File: src/rtl/mmf_pkg.sv
// shared types and constants for the monitoring message framer
`timescale 1ns / 1ps

package mmf_pkg;

  // header layout
  localparam int unsigned HEADER_BYTES = 6;
  localparam int unsigned POS_W        = 3;
  localparam logic [POS_W-1:0] POS_VERSION = 3'd0;
  localparam logic [POS_W-1:0] POS_LEN_LO  = 3'd1;
  localparam logic [POS_W-1:0] POS_LEN_HI  = 3'd4;
  localparam logic [POS_W-1:0] POS_TYPE    = 3'(HEADER_BYTES - 1);

  // field widths
  localparam int unsigned BYTE_W  = 8;
  localparam int unsigned LEN_W   = 32;
  localparam int unsigned REM_W   = 24;
  localparam int unsigned CNT_W   = 32;
  localparam int unsigned MAXL_W  = 24;
  localparam int unsigned STAT_W  = 2;

  // header checks
  localparam logic [BYTE_W-1:0] REQUIRED_VERSION = 8'd3;
  localparam logic [BYTE_W-1:0] LAST_KNOWN_TYPE  = 8'd5;
  localparam logic [MAXL_W-1:0] MAX_LEN_RESET    = 24'd65535;

  // status codes
  localparam logic [STAT_W-1:0] ST_OK          = 2'd0;
  localparam logic [STAT_W-1:0] ST_BAD_LENGTH  = 2'd1;
  localparam logic [STAT_W-1:0] ST_BAD_VERSION = 2'd2;
  localparam logic [STAT_W-1:0] ST_BAD_TYPE    = 2'd3;

  // framing phase
  typedef enum logic [2:0] {
    PH_HEADER = 3'b001,
    PH_BODY   = 3'b010,
    PH_CLOSED = 3'b100
  } phase_t;

  // one result from the parser
  typedef struct packed {
    logic              valid;
    logic [BYTE_W-1:0] mtype;
    logic [LEN_W-1:0]  mlen;
    logic [STAT_W-1:0] status;
    logic [CNT_W-1:0]  count;
  } result_t;

endpackage

File: src/rtl/monitoring_message_framer.sv
// monitoring message framer top level: input stage, parser, result register
//
//   channel  | direction | payload
//   ---------+-----------+--------------------------------------------------
//   in_      | slave     | tdata: stream_byte
//   out_     | master    | tdata: message_type, message_length, message_count
//            |           | tuser: status
//   cfg_     | write     | max_message_length, 24 bits
//
// one byte per cycle sustained unless a byte's result must wait on a full output register:
// a byte goes through the input register, the parser updates its state and at most one
// result lands in the output register, which drives out_.
// rst_n is synchronous; the byte limit returns to 65535 and framing restarts.
// a stalled result holds only bytes that would produce another result;
// bytes that produce nothing keep flowing while the result waits.
`timescale 1ns / 1ps

module monitoring_message_framer
  import mmf_pkg::*;
(
  input  logic              clk,
  input  logic              rst_n,
  input  logic              in_tvalid,
  output logic              in_tready,
  input  logic [7:0]        in_tdata,    // [7:0] stream_byte
  output logic              out_tvalid,
  input  logic              out_tready,
  output logic [71:0]       out_tdata,   // [7:0] message_type, [39:8] message_length,
                                         // [71:40] message_count
  output logic [1:0]        out_tuser,   // [1:0] status
  input  logic              cfg_wr_en,
  input  logic [MAXL_W-1:0] cfg_wr_data
);

  logic              in_valid_r;
  logic [BYTE_W-1:0] in_byte_r;
  logic [MAXL_W-1:0] max_len_r;
  logic              out_valid_r;
  result_t           out_res_r;
  result_t           res;
  logic              out_free;
  logic              step;

  // configuration register
  always_ff @(posedge clk) begin
    if (!rst_n) begin
      max_len_r <= MAX_LEN_RESET;
    end else if (cfg_wr_en) begin
      max_len_r <= cfg_wr_data;
    end
  end

  // parser
  mmf_parser u_parser (
    .clk         (clk),
    .rst_n       (rst_n),
    .step        (step),
    .stream_byte (in_byte_r),
    .max_len     (max_len_r),
    .result      (res)
  );

  // stage advances unless its result finds the output register occupied
  assign out_free  = !out_valid_r || out_tready;
  assign step      = in_valid_r && (!res.valid || out_free);
  assign in_tready = !in_valid_r || step;

  // input register
  always_ff @(posedge clk) begin
    if (!rst_n) begin
      in_valid_r <= 1'b0;
    end else if (in_tready) begin
      in_valid_r <= in_tvalid;
    end
  end

  always_ff @(posedge clk) begin
    if (in_tready && in_tvalid) begin
      in_byte_r <= in_tdata;
    end
  end

  // result register
  always_ff @(posedge clk) begin
    if (!rst_n) begin
      out_valid_r <= 1'b0;
    end else if (step && res.valid) begin
      out_valid_r <= 1'b1;
    end else if (out_tready) begin
      out_valid_r <= 1'b0;
    end
  end

  always_ff @(posedge clk) begin
    if (step && res.valid) begin
      out_res_r <= res;
    end
  end

  assign out_tvalid = out_valid_r;
  assign out_tdata  = {out_res_r.count, out_res_r.mlen, out_res_r.mtype};
  assign out_tuser  = out_res_r.status;

endmodule

File: src/rtl/mmf_parser.sv
// header collection, body counting and message checks
`timescale 1ns / 1ps

module mmf_parser
  import mmf_pkg::*;
(
  input  logic              clk,
  input  logic              rst_n,
  input  logic              step,
  input  logic [BYTE_W-1:0] stream_byte,
  input  logic [MAXL_W-1:0] max_len,
  output result_t           result
);

  phase_t            phase_r, phase_nxt;
  logic [POS_W-1:0]  pos_r, pos_nxt;
  logic [BYTE_W-1:0] version_r, version_nxt;
  logic [BYTE_W-1:0] type_r, type_nxt;
  logic [LEN_W-1:0]  len_r, len_nxt;
  logic [REM_W-1:0]  rem_r, rem_nxt;
  logic [CNT_W-1:0]  cnt_r, cnt_nxt;

  logic [REM_W-1:0]  rem_init;
  logic [REM_W-1:0]  rem_dec;
  logic              len_bad;
  logic              finish;

  assign rem_init = REM_W'(len_r - LEN_W'(HEADER_BYTES));
  assign rem_dec  = rem_r - REM_W'(1);
  assign len_bad  = (len_r < LEN_W'(HEADER_BYTES)) ||
                    (len_r > {{(LEN_W-MAXL_W){1'b0}}, max_len});

  // next state and result for the byte in hand
  always_comb begin
    phase_nxt     = phase_r;
    pos_nxt       = pos_r;
    version_nxt   = version_r;
    type_nxt      = type_r;
    len_nxt       = len_r;
    rem_nxt       = rem_r;
    cnt_nxt       = cnt_r;
    finish        = 1'b0;
    result        = '0;
    unique case (phase_r)
      PH_HEADER: begin
        if (pos_r == POS_TYPE) begin
          type_nxt = stream_byte;
          pos_nxt  = '0;
          if (len_bad) begin
            phase_nxt     = PH_CLOSED;
            result.valid  = 1'b1;
            result.status = ST_BAD_LENGTH;
          end else if (rem_init == '0) begin
            finish = 1'b1;
          end else begin
            rem_nxt   = rem_init;
            phase_nxt = PH_BODY;
          end
        end else begin
          pos_nxt = pos_r + POS_W'(1);
          if (pos_r == POS_VERSION) begin
            version_nxt = stream_byte;
            len_nxt     = '0;
          end else if (pos_r >= POS_LEN_LO && pos_r <= POS_LEN_HI) begin
            len_nxt = {len_r[LEN_W-BYTE_W-1:0], stream_byte};
          end
        end
      end
      PH_BODY: begin
        rem_nxt = rem_dec;
        finish  = (rem_dec == '0);
      end
      default: begin
      end
    endcase

    // message complete: version, count, type
    if (finish) begin
      result.valid = 1'b1;
      if (version_r != REQUIRED_VERSION) begin
        phase_nxt     = PH_CLOSED;
        result.status = ST_BAD_VERSION;
      end else begin
        cnt_nxt = cnt_r + CNT_W'(1);
        if (type_nxt > LAST_KNOWN_TYPE) begin
          phase_nxt     = PH_CLOSED;
          result.status = ST_BAD_TYPE;
        end else begin
          phase_nxt     = PH_HEADER;
          pos_nxt       = '0;
          rem_nxt       = '0;
          result.status = ST_OK;
        end
      end
    end

    result.mtype = type_nxt;
    result.mlen  = len_r;
    result.count = cnt_nxt;
  end

  // state update on each consumed byte
  always_ff @(posedge clk) begin
    if (!rst_n) begin
      phase_r   <= PH_HEADER;
      pos_r     <= '0;
      version_r <= '0;
      type_r    <= '0;
      len_r     <= '0;
      rem_r     <= '0;
      cnt_r     <= '0;
    end else if (step) begin
      phase_r   <= phase_nxt;
      pos_r     <= pos_nxt;
      version_r <= version_nxt;
      type_r    <= type_nxt;
      len_r     <= len_nxt;
      rem_r     <= rem_nxt;
      cnt_r     <= cnt_nxt;
    end
  end

endmodule
File: config.mk
export PLATFORM = sky130hd
export DESIGN_NAME = monitoring_message_framer
export DESIGN_NICKNAME = d
export VERILOG_FILES = /design/src/rtl/mmf_pkg.sv /design/src/rtl/monitoring_message_framer.sv /design/src/rtl/mmf_parser.sv
export SDC_FILE = /design/constraint.sdc
export NUM_CORES = 1
export LEC_CHECK = 0
export BUFFER_PORTS_ARGS = -buffer_cell sky130_fd_sc_hd__buf_2
export CORE_AREA = 2 2 132 198
export CTS_BUF_LIST = sky130_fd_sc_hd__clkbuf_16
export DETAILED_ROUTE_END_ITERATION = 16
export DIE_AREA = 0 0 134 200
export GPL_TIMING_DRIVEN = 0
export SLEW_MARGIN = 30
export SYNTH_ARGS = -nofsm -noshare
export SYNTH_HDL_FRONTEND = slang
export SYNTH_SLANG_ARGS = --single-unit
File: constraint.sdc
create_clock -name clk -period 10 [get_ports clk]
set_clock_uncertainty 0.1 [all_clocks]
set_input_delay 0.5 -clock clk [delete_from_list [all_inputs] [get_ports clk]]
set_output_delay 0.5 -clock clk [all_outputs]
set_load 0.005 [all_outputs]
* Yosys cells after proc, flatten, opt, wreduce, memory -nomap -nowiden
Cells that the tools add are included.
** Cells by class
- Reduce and logical (&&, ||, !) cells :: 21
- $add $sub $neg :: 4
- Magnitude comparators :: 5
- Mux-type cells :: 41
- Eq/ne operators :: 5
- Bitwise operators :: 1
** Operator list (number)
- two-way mux 24 bit :: 6
- two-way mux 32 bit :: 4
- logical NOT 24 bit :: 2
- one-hot mux 24 bit (2 select lines) :: 1
- two-way mux 3 bit :: 12
- adder 32 x 1 -> 32 bit (second input constant) :: 1
- > comparator 32 x 24 -> 1 bit :: 1
- < comparator 32 x 3 -> 1 bit (second input constant) :: 1
- subtractor 24 x 1 -> 24 bit (second input constant) :: 1
- subtractor 24 x 3 -> 24 bit (second input constant) :: 1
- two-way mux 8 bit :: 2
- AND reduction 4 bit :: 3
- two-way mux 1 bit :: 10
- two-way mux 2 bit :: 5
- > comparator 8 x 3 -> 1 bit (second input constant) :: 1
- inequality test 8 x 2 -> 1 bit (second input constant) :: 1
- nonzero test 2 bit :: 4
- logical AND 1 bit :: 4
- logical OR 1 bit :: 4
- adder 3 x 1 -> 3 bit (second input constant) :: 1
- == test 3 x 1 -> 1 bit (second input constant) :: 1
- == test 3 x 2 -> 1 bit (second input constant) :: 1
- == test 3 bit (second input constant) :: 1
- greater-or-equal comparator 3 x 1 -> 1 bit (second input constant) :: 1
- other kinds (6) :: 8
** Storage, ports and cells
- Register bits :: 218
- Input port bits :: 37
- Logic and storage cells :: 92
- Output and inout bits :: 76

* Logic depth before layout (Yosys ltp)
Gate-level depths: netlist (run 1).
- Word-level depth :: 12
- Depth in mapped cells :: 16
- Gate-level depth less buffers :: 11

* Hierarchy
From an unflattened synthesis (run 1), not the netlist that was laid out.
** Second synthesis, totals
- Cells, all modules :: 1265
- Area, all modules :: 11438.5 µm²
** By module, submodules not included
- mmf_parser :: instances 1, area an instance 7992.7 µm², seq. area each 2202.1 µm², cells an instance 1094
- monitoring_message_framer :: instances 1, area an instance 3445.8 µm², seq. area each 2982.9 µm², cells an instance 171

* Least setup slack after synthesis (run 1)
No wires, ideal clock.
- Path type :: reg2reg
- From :: register u_parser.rem_r[0]
- To :: register out_res_r (netlist bit out_tdata[0]) (enable)
- Clock period less this slack :: 6.698 ns
- Cell stages (with the launch flop) :: 14
- Setup slack :: 3.302 ns
- Path buffers :: 3
- Required time :: 9.394 ns
- Arrival time :: 6.092 ns
- Cells stage by stage :: dfxtp_1 -> clkbuf_1 -> inv_1 -> ha_1 -> buf_2 -> or4b_1 -> buf_2 -> or4_4 -> or4_1 -> o211ai_2 -> and3_1 -> and2_1 -> o21ai_0 -> nor2_1
** Between the ends
- Longest elaborated chain between the ends :: 8
** RTL lines
- start: declaration :: RTL line mmf_parser.sv:20 : logic [REM_W-1:0] rem_r, rem_nxt;
- start signal: assignment :: RTL line mmf_parser.sv:118 : rem_r <= rem_nxt;
- subtractor 24 x 1 -> 24 bit * :: RTL line mmf_parser.sv:29 : assign rem_dec = rem_r - REM_W'(1);
- logical NOT 24 bit * :: RTL line mmf_parser.sv:71 : finish = (rem_dec == '0);
- one-hot mux 1 bit (2 select lines) * :: RTL line mmf_parser.sv:44 : unique case (phase_r)
- two-way mux 1 bit * :: RTL line mmf_parser.sv:78 : if (finish) begin
- logical NOT 1 bit :: RTL line monitoring_message_framer.sv:65 : assign step = in_valid_r && (!res.valid || out_free);
- logical OR 1 bit :: RTL line monitoring_message_framer.sv:65
- logical AND 1 bit :: RTL line monitoring_message_framer.sv:65
- logical AND 1 bit * :: RTL line monitoring_message_framer.sv:95 : if (step && res.valid) begin
- end signal: assignment :: RTL line monitoring_message_framer.sv:96 : out_res_r <= res;
- end: declaration :: RTL line monitoring_message_framer.sv:39 : result_t out_res_r;
Every way passes the cells marked *; elsewhere a longest branch is shown, timed or not.
A chain may end at the register's enable or synchronous reset.

* Final worst setup path (run 1)
- From :: register u_parser.len_r[19]
- To :: output port in_tready
** Between the ends
- Longest elaborated chain between the ends :: 11
- Elaborated cells between the ends (all ways) :: 17
** RTL lines
- start: declaration :: RTL line mmf_parser.sv:19 : logic [LEN_W-1:0] len_r, len_nxt;
- start signal: assignment :: RTL line mmf_parser.sv:117 : len_r <= len_nxt;
- subtractor 24 x 3 -> 24 bit :: RTL line mmf_parser.sv:28 : assign rem_init = REM_W'(len_r - LEN_W'(HEADER_BYTES));
- logical NOT 24 bit :: RTL line mmf_parser.sv:53 : end else if (rem_init == '0) begin
- two-way mux 1 bit :: RTL line mmf_parser.sv:53
- two-way mux 1 bit :: RTL line mmf_parser.sv:49 : if (len_bad) begin
- two-way mux 1 bit :: RTL line mmf_parser.sv:46 : if (pos_r == POS_TYPE) begin
- one-hot mux 1 bit (2 select lines) :: RTL line mmf_parser.sv:44
- two-way mux 1 bit * :: RTL line mmf_parser.sv:78
- logical NOT 1 bit * :: RTL line monitoring_message_framer.sv:65
- logical OR 1 bit * :: RTL line monitoring_message_framer.sv:65
- logical AND 1 bit * :: RTL line monitoring_message_framer.sv:65
- logical OR 1 bit * :: RTL line monitoring_message_framer.sv:66 : assign in_tready = !in_valid_r || step;
- end: declaration :: RTL line monitoring_message_framer.sv:24 : output logic in_tready,
Marks and branches as above.

==> results of run 1 <==
## kinds of logic (layout without fill, tap and decap cells)
family / Yosys count / after routing / share of synthesized area [%]
simple gates: 478 / 478 / 22.2
flops: 218 / 218 / 46.7
compound gates: 202 / 202 / 12.6
buf+inv: 133 / 286 / 4.70
xor+xnor: 64 / 64 / 5.05
mux: 61 / 61 / 5.52
fa+ha+maj: 28 / 28 / 3.16
## layout make-up
| type | instances | area share [%] |
|---|---|---|
| Sequential cell | 218 | 40.3 |
| Timing Repair Buffer | 113 | 4.92 |
| Buffer | 88 | 2.74 |
| Inverter | 45 | 1.31 |
| Clock buffer | 22 | 4.28 |
| Clock inverter | 18 | 1.36 |
| Multi-Input combinational cell | 833 | 41.9 |
| Tap cell | 328 | 3.19 |
## sequential cells by signal (all words and copies together) (netlist names), 8 cells and up
signal	count
in_byte_r	8
max_len_r	24
out_tdata	72
u_parser.cnt_r	32
u_parser.len_r	32
u_parser.rem_r	24
u_parser.type_r	8
u_parser.version_r	8
## report_power, final
part / internal (mW) / switching [mW] / leakage [nW]
sequential: 0.932 / 0.0144 / 1.97
combinational: 0.0575 / 0.113 / 3.02
clock: 0.480 / 0.362 / 0.362
total: 1.47 / 0.489 / 5.35
## worst max-delay path by stage
| stage | start | depth (start not counted) | slack (ns) | end |
|---|---|---|---|---|
| 6_report | u_parser.len_r[19] | 10 | 4.64 | in_tready |
| 5_1_grt | u_parser.len_r[7] | 13 | 4.36 | u_parser.rem_r[16] |
| 4_1_cts | u_parser.len_r[19] | 10 | 4.65 | in_tready |
| 3_5_place_dp | u_parser.len_r[19] | 12 | 4.73 | u_parser.rem_r[16] |
| 3_3_place_gp | u_parser.len_r[6] | 10 | 1.39 | out_tdata[29] |
| 2_1_floorplan | u_parser.rem_r[0] | 13 | 3.30 | out_tdata[0] |
## worst max-delay path, cell delays in order (launching register included)
cell,delay [ns]
dfxtp_1,0.56
ha_1,0.33
a41oi_1,0.20
o21ai_0,0.12
a2111oi_1,0.84
nor4bb_1,0.66
o21ai_0,0.30
o21a_1,0.23
o21ai_0,0.59
nand2b_1,0.25
buf_2,0.14
## layout by cell type, fill, tap and decap left out, types with 5 or more instances in the layout
master,netlist,final
nand2_1,145,145
o21ai_0,17,17
clkbuf_1,75,75
nand2b_1,19,19
buf_2,6,116
buf_1,5,5
xnor2_1,27,27
mux2i_1,60,60
o22ai_1,12,12
xor2_1,37,37
nand4_1,17,17
inv_1,44,48
or3_1,12,12
nor4b_1,5,5
o21a_1,5,5
o2bb2ai_1,9,9
o31ai_1,19,19
nor4_1,28,28
o41ai_1,6,6
nand4b_1,8,8
a21oi_1,54,54
or4_1,27,27
and3_1,17,17
a22o_1,14,14
and4_1,5,5
ha_1,28,28
and2_1,9,9
nand3_1,67,67
o32ai_1,5,5
o211ai_1,21,21
clkbuf_16,0,22
dfxtp_1,136,136
nor2_1,62,61
edfxtp_1,82,82
nor3_1,38,38
## metrics by stage
step	utilization, %	cell area [sq um]	hold slack, ns	cells	setup WS, ns
3_5_place_dp	48.7	12100	0.349	1625	4.73
3_3_place_gp	48.3	12100	0.344	1622	1.39
5_1_grt	51.6	12900	0.0358	1665	4.36
6_report	51.6	12900	0.0449	1665	4.64
2_1_floorplan	-	11100	0.330	1184	3.30
4_1_cts	51.6	12900	0.0257	1665	4.65
## layer usage
metal	wire [um]	vias to the layer above	share of wire [%]	track usage [%]
li1	-	4612	-	-
met1	12300	4522	38	26.9
met2	17100	310	53	45.2
met3	1620	77	5.0	2.58
met4	1380	0	4.3	10.4
met5	0	-	0	0
==> impl_metrics.ini, run 1 <==
[timing]
worstMarginPinSlew_ns = 0.943
relSlewSlack_pct = 36.6
slew_viol_final = 0
finalSetupViolCount = 0
finalHoldViolations = 0
finalCritPeriodShare_pct = 53.6
fin_setup_tns_ns = 0
finalCriticalPeriod_ns = 5.36
max_freq_ghz = 0.187
rsz0062_at_grt = false

[route]
via_per_inst = 5.72
ant_nets = 0
drt_first_pass_iters = 5
routed_wl_um = 32400
drt-initial-drc-count = 690
drc_errors = 0
vias = 9521
drt-wirelength-per-cell_um = 19.4

[worst_hold_path]
holdPathEnd = in_byte_r[7]
min-delay-path-class = primary input to flop
hp-start = in_tdata[7]
whs_path_depth = 1

[layout]
register_area_sq_um = 5180
syn_to_final_growth_pct = 16.0
multi_input_area_sq_um = 5400
insertedDiodeCount = 0
fillers = 2356
final_nets = 1386
drive_above_1_share_pct = 12.3

[setup_path]
r2r_end = u_parser.rem_r[16]
cp-end-kind = output port
cp-start-kind = flop
r2r_slack_ns = 4.69
path_class = flop to output port
arrival_ns = 4.76
crit_required_ns = 9.40
cp_max_fo = 8
r2r_start = u_parser.len_r[7]
reg2regPathDepth = 13

[clocking]
post_cts_buffers = 0
numCtsBuffers = 22
worst_skew_pair.late_latency_ns = 0.53
cts_tree = done
clkTransAtPathRegs_ns = 0.06
cts.repair.resized = 0
cts.sinks = 218
root_buffer = clkbuf_16
clk_path_buf_depth = 3
cts_max_level = 1
cts_hold_buf = 0

[global_routing]
grt_pass1_wl_um = 49700
grt_max_degree = 26
grt-ovfl-total = 0
track_usage_pct = 23.8
antenna_found_initial = 0
grt_pass1_vias = 9012

[logic_synthesis]
ys_seq_area_share_pct = 46.7
syn-instance-count = 1184
ys_types = 70
synth_edf_count = 82
synth_area_sq_um = 11100
avgSynthCellArea_sq_um = 9.37
synthArstFlopShare_pct = 0
yosys.cell_count.top_type = nand2_1
synth_largest_area_cell = dfxtp_1
synth.top_cell.area_share_pct = 24.5
ys_dominant_reg_cell = dfxtp_1
synthTopCellsByCount = nand2_1, dfxtp_1, edfxtp_1
synth-seq-cells = 218
synth_fp_nets = 1249
synth_area_leaders = dfxtp_1, edfxtp_1, mux2i_1
yosys_warnings = 0

[die]
die_area_sq_um = 26800
die_x_um = 134
coreArea_sq_um = 25000
start_util_pct = 44.4
die_h_um = 200
num_rows = 71
io_pins = 113

[pwr]
fin_total_pwr_mw = 1.96
ir_drop_mv = 0.107
p_leak_nw = 5.35
power.density_nw_per_um2 = 152

[place]
place_congestion = 0.934
dpl.hpwl_um = 24400
portBuffers = 110

[run_status]
outcome = complete, no violations

[flow_run]
maxCapViolations = 0
(Power assumes the default switching activity.)
==> run 2, diff against run 1 <==
- PLACE_DENSITY: unset -> 0.65
- clock period: 10 -> 4.51 ns (I/O delays scaled with it)
==> impl_metrics.ini, run 2 (same netlist as run 1, synthesis figures left out) <==
[clocking]
root_buffer = clkbuf_16
worst_skew_pair.late_latency_ns = 0.53
clk_path_buf_depth = 3
cts.sinks = 218
clkTransAtPathRegs_ns = 0.06
cts_tree = done
numCtsBuffers = 22
cts_max_level = 1

[layout]
final_cell_mix = nand2_1, dfxtp_1, buf_2
final_nets = 1428
drive_above_1_share_pct = 15.5
register_area_sq_um = 5190
fillers = 2246
final_common_cell = nand2_1
syn_to_final_growth_pct = 21.0
post-route-util_pct = 53.8
design_area_sq_um = 13400
final_cells = 1707
insertedDiodeCount = 0
largest_reg_flops = 72
multi_input_area_sq_um = 5540

[die]
start_util_pct = 44.4
die_h_um = 200
io_pins = 113
num_rows = 71
coreArea_sq_um = 25000
die_area_sq_um = 26800
die_x_um = 134

[route]
routed_wl_um = 32700
drc_errors = 0
drt-initial-drc-count = 743
ant_nets = 0
drt-wirelength-per-cell_um = 19.1
drt_first_pass_iters = 5
via_per_inst = 5.73
vias = 9784

[timing]
finalHoldViolations = 0
finalCritPeriodShare_pct = 98.6
fin_setup_tns_ns = 0
fin_ws_ns = 0.0619
max_freq_ghz = 0.225
relSlewSlack_pct = 39.8
finalSetupViolCount = 0
hold_ws_ns = 0.0533
worstMarginPinSlew_ns = 0.896
slew_viol_final = 0
finalCriticalPeriod_ns = 4.45

[pwr]
p_leak_nw = 5.60
fin_total_pwr_mw = 4.27
power.density_nw_per_um2 = 318
ir_drop_mv = 0.259

[global_routing]
use_met2_pct = 46.3
grt_pass1_wl_um = 50900
track_usage_pct = 24.1
antenna_found_initial = 0
grt_use_met1_pct = 27.2
grt_max_degree = 24
grt-ovfl-total = 0
grt.met3_usage_pct = 2.40
grt_pass1_vias = 9483
grt.busiest_layer = met2

[setup_path]
crit_required_ns = 4.85
path_class = flop to flop
cp_max_fo = 9
cpMostUsedCell = or4_4
arrival_ns = 4.79
cp-end-kind = flop
slowest_stage = or4_4
max_stage_delay_ns = 0.58
path_cells = inv_1 -> ha_1 -> buf_6 -> or4b_1 -> buf_6 -> or4_4 -> or4_4 -> o211ai_4 -> nand3_2 -> o22a_1 -> or4_4 -> buf_4 -> or4_1 -> a21oi_1
cp-start-kind = flop

[place]
dpl.hpwl_um = 23900
portBuffers = 110
place_congestion = 0.938
place_ws_ns = -0.637
place_inst = 1625
place_area_sq_um = 12200

[worst_hold_path]
min-delay-path-class = primary input to flop

[flow_run]
maxCapViolations = 0

[run_status]
outcome = complete, no violations
==> run 2: cell types whose count changed in the layout (fill, tap and decap cells not counted), moves of 4 or more <==
cell	previous run	this run
dfxtp_2	0	5
clkbuf_1	75	59
buf_4	0	14
o31ai_1	19	15
clkbuf_2	0	10
dlygate4sd3_1	0	34
dfxtp_1	136	130
o31ai_2	0	4
==> run 2: critical path, delay by kind of cell, from the launching register on <==
family / cells / cell delay [ns]
AND/OR/NAND/NOR: 6 / 2.64
AO/OA/AOI/OAI: 3 / 0.58
buffers and inverters: 4 / 0.52
flip-flops: 1 / 0.37
adder cells (fa/ha/maj): 1 / 0.16
==> run 2: timing repair <==
item                       4_1_cts  5_1_grt
setup buffers                    5        7
setup endpoints to repair      205      131
cloned                           0        0
hold buffers                    34        0
pin swaps                        4        5
gates resized for setup         20       40
hold endpoints to repair        34        0
==> run 2: routing by layer <==
| layer | vias up | share of wire (%) | routed length (um) |
|---|---|---|---|
| met5 | - | 0 | 0 |
| met2 | 326 | 53 | 17300 |
| met1 | 4682 | 39 | 12800 |
| met4 | 0 | 3.7 | 1200 |
| li1 | 4687 | - | - |
| met3 | 89 | 4.3 | 1420 |
==> run 2: power breakdown <==
group          internal (mW)  switching (mW)
registers               2.07          0.0356
logic                  0.161           0.261
clock network          0.952           0.796
total                   3.18            1.09
==> run 2: final cells by class <==
cell class | count | share of cell area, %
Timing Repair Buffer | 159 | 7.92
Clock buffer | 22 | 4.10
Inverter | 45 | 1.26
Clock inverter | 18 | 0.932
Sequential cell | 218 | 38.7
Tap cell | 328 | 3.06
Buffer | 84 | 2.80
Multi-Input combinational cell | 833 | 41.2
==> run 2: path summary, 6_finish.rpt <==
check / cells after the start / slack (ns) / start / end
max: 14 / 0.06 / u_parser.rem_r[1] / u_parser.cnt_r[15]
min: 3 / 0.05 / cfg_wr_en / max_len_r[3]
max reg2reg: 14 / 0.06 / u_parser.rem_r[1] / u_parser.cnt_r[15]
min reg2reg: 2 / 0.36 / u_parser.version_r[2] / u_parser.version_r[2]
==> run 3, diff against run 2 <==
- ABC_AREA: unset -> 1
- ABC_CLOCK_PERIOD_IN_PS: unset -> 4510
- CORE_AREA: 2 2 132 198 -> 2 2 139 209
- DIE_AREA: 0 0 134 200 -> 0 0 141 211
==> impl_metrics.ini, run 3 <==
[run_status]
outcome = complete, no violations

[logic_synthesis]
yosys.cell_count.top_type = nand2_1
muxShareOfSynthArea_pct = 0
syn-instance-count = 1768
synth_area_sq_um = 12500
synth_area_leaders = dfxtp_1, edfxtp_1, nand2_1
yosys_warnings = 0
ys_dominant_reg_cell = dfxtp_1
synth_fp_nets = 1833
synthArstFlopShare_pct = 0
avgSynthCellArea_sq_um = 7.05
synth-adder-area-share_pct = 2.81
synth-seq-cells = 218
ys_types = 41
synth-compound-area-share_pct = 8.14
ys_seq_area_share_pct = 41.6
synth.top_cell.area_share_pct = 21.8
synthSimpleGateAreaFrac_pct = 35.0
synthXorXnorAreaFrac_pct = 3.21
synth_edf_count = 82
synthTopCellsByCount = nand2_1, nor2_1, inv_1
synth_largest_area_cell = dfxtp_1
synth_top_family_by_area = simple AND/OR/NAND/NOR gates

[timing]
max_freq_ghz = 0.265
finalHoldViolations = 0
finalSetupViolCount = 0
finalCriticalPeriod_ns = 3.78
relSlewSlack_pct = 47.7
fin_ws_ns = 0.732
worstMarginPinSlew_ns = 0.780
rsz0062_at_grt = false
slew_viol_final = 0
finalCritPeriodShare_pct = 83.8

[route]
via_per_inst = 5.20
routed_wl_um = 38400
drt_first_pass_iters = 5
vias = 12000
drt-initial-drc-count = 719
ant_nets = 0
drt-wirelength-per-cell_um = 16.7
drc_errors = 0

[pwr]
fin_total_pwr_mw = 4.83
p_leak_nw = 6.94
ir_drop_mv = 0.300
power.density_nw_per_um2 = 329

[layout]
design_area_sq_um = 14700
insertedDiodeCount = 0
fillers = 2740
final_nets = 2005
syn_to_final_growth_pct = 17.5
largest_reg_flops = 72
final_cell_mix = nand2_1, nor2_1, inv_1
final_common_cell = nand2_1
drive_above_1_share_pct = 11.6

[clocking]
worst_skew_pair.late_latency_ns = 0.55
root_buffer = clkbuf_16
cts_max_level = 1
clk_path_buf_depth = 3
cts_tree = done
numCtsBuffers = 23
cts.sinks = 218
cts.repair.resized = 0
post_cts_buffers = 0
clkTransAtPathRegs_ns = 0.07

[place]
place_ws_ns = 0.800
portBuffers = 111
dpl.hpwl_um = 29900
place_congestion = 0.951
place_area_sq_um = 13500

[global_routing]
grt_max_degree = 51
grt_pass1_vias = 11700
grt-ovfl-total = 0
antenna_found_initial = 0
grt_pass1_wl_um = 60600
track_usage_pct = 25.8

[setup_path]
cp_max_fo = 50
arrival_ns = 3.91
crit_required_ns = 4.64
cp-start-kind = flop
cp-end-kind = flop
path_class = flop to flop

[worst_hold_path]
min-delay-path-class = primary input to flop

[die]
io_pins = 113
die_h_um = 211
start_util_pct = 44.8
coreArea_sq_um = 27900
die_x_um = 141
die_area_sq_um = 29800
num_rows = 75

[flow_run]
maxCapViolations = 0
==> run 3: cell count changes in the layout (fill, tap and decap cells not counted), sizes merged, moves of 19 or more <==
cell,change
o31ai,-19
clkbuf,-36
nand2,+315
mux2i,-60
or4,-29
inv,+156
nand3,+88
nor2,+257
nand2b,-19
o211ai,-21
o21ai,+79
xnor2,-21
==> run 3: logic make-up (layout without fill, tap and decap cells) <==
| group | after synthesis | count (layout) |
|---|---|---|
| DFF | 218 | 218 |
| adders and majority gates | 28 | 28 |
| xor gates and xnor gates | 44 | 44 |
| buffers and inverters | 270 | 459 |
| AOI/OAI and AO/OA | 193 | 193 |
| and+or+nand+nor | 1015 | 1015 |
==> run 3: critical path, stage by stage (launching register included) <==
cell     delay, ns
dfxtp_1       0.31
inv_1         0.16
ha_1          0.38
nand2_1       0.21
nor2_1        0.29
nand2_1       0.09
nand2_1       0.06
nand2_1       0.15
nor2_1        0.13
nand3_1       0.11
nor2_1        0.15
nand4_2       0.24
nand3_4       0.18
nand3_1       0.18
inv_4         0.37
buf_16        0.31
==> run 3: per-layer routing <==
metal	global-route usage, %	share of wire, %	vias to the layer above	wire, um
met2	49.9	53	336	20500
li1	-	-	6054	-
met4	13.3	5.1	0	1960
met3	2.83	4.1	110	1570
met5	0	0	-	0
met1	27.1	38	5479	14400
==> run 3: timing repair <==
item | in CTS | in global routing
hold endpoints to repair | 34 | 0
hold buffers | 35 | 0
endpoints found under the setup margin | 0 | 0
==> run 3: cell type report <==
cell class	count	area (sq um)	share of cell area (%)
inverters	205	774	5.28
repair buffers	147	933	6.37
flip-flops and latches	218	5180	35.4
well taps	346	433	2.95
clock buffers	23	576	3.93
multi-input cells	1280	6140	41.9
plain buffers	65	379	2.59
clock inverters	19	238	1.62
==> run 3: where the power goes <==
group | switching (mW) | internal [mW] | leakage, nW | total [mW]
clock | 0.836 | 1.23 | 0.388 | 2.06
sequential | 0.0683 | 2.11 | 1.89 | 2.18
combinational | 0.387 | 0.202 | 4.67 | 0.590
==> run 3: per-stage QoR <==
| step | cells | utilization, % | hold WS, ns | setup TNS (ns) |
|---|---|---|---|---|
| final | 2303 | 52.6 | 0.102 | 0 |
| after global routing | 2303 | 52.6 | 0.176 | 0 |
| after floorplan | 1768 | - | 0.224 | 0 |
| after detailed placement | 2226 | 48.4 | 0.305 | 0 |
| after CTS | 2303 | 52.6 | 0.0984 | 0 |
| after global placement | 2225 | 48.3 | 0.306 | -57.67 |
==> run 3: path summary, 6_finish.rpt <==
path / from / endpoint / slack (ns) / depth (start not counted)
worst max-delay path: u_parser.rem_r[1] / out_tdata[65] / 0.73 / 15
worst min-delay path: cfg_wr_en / max_len_r[17] / 0.10 / 4
worst max register to register: u_parser.rem_r[1] / out_tdata[65] / 0.73 / 15
worst min register to register: u_parser.len_r[30] / out_tdata[38] / 0.33 / 0
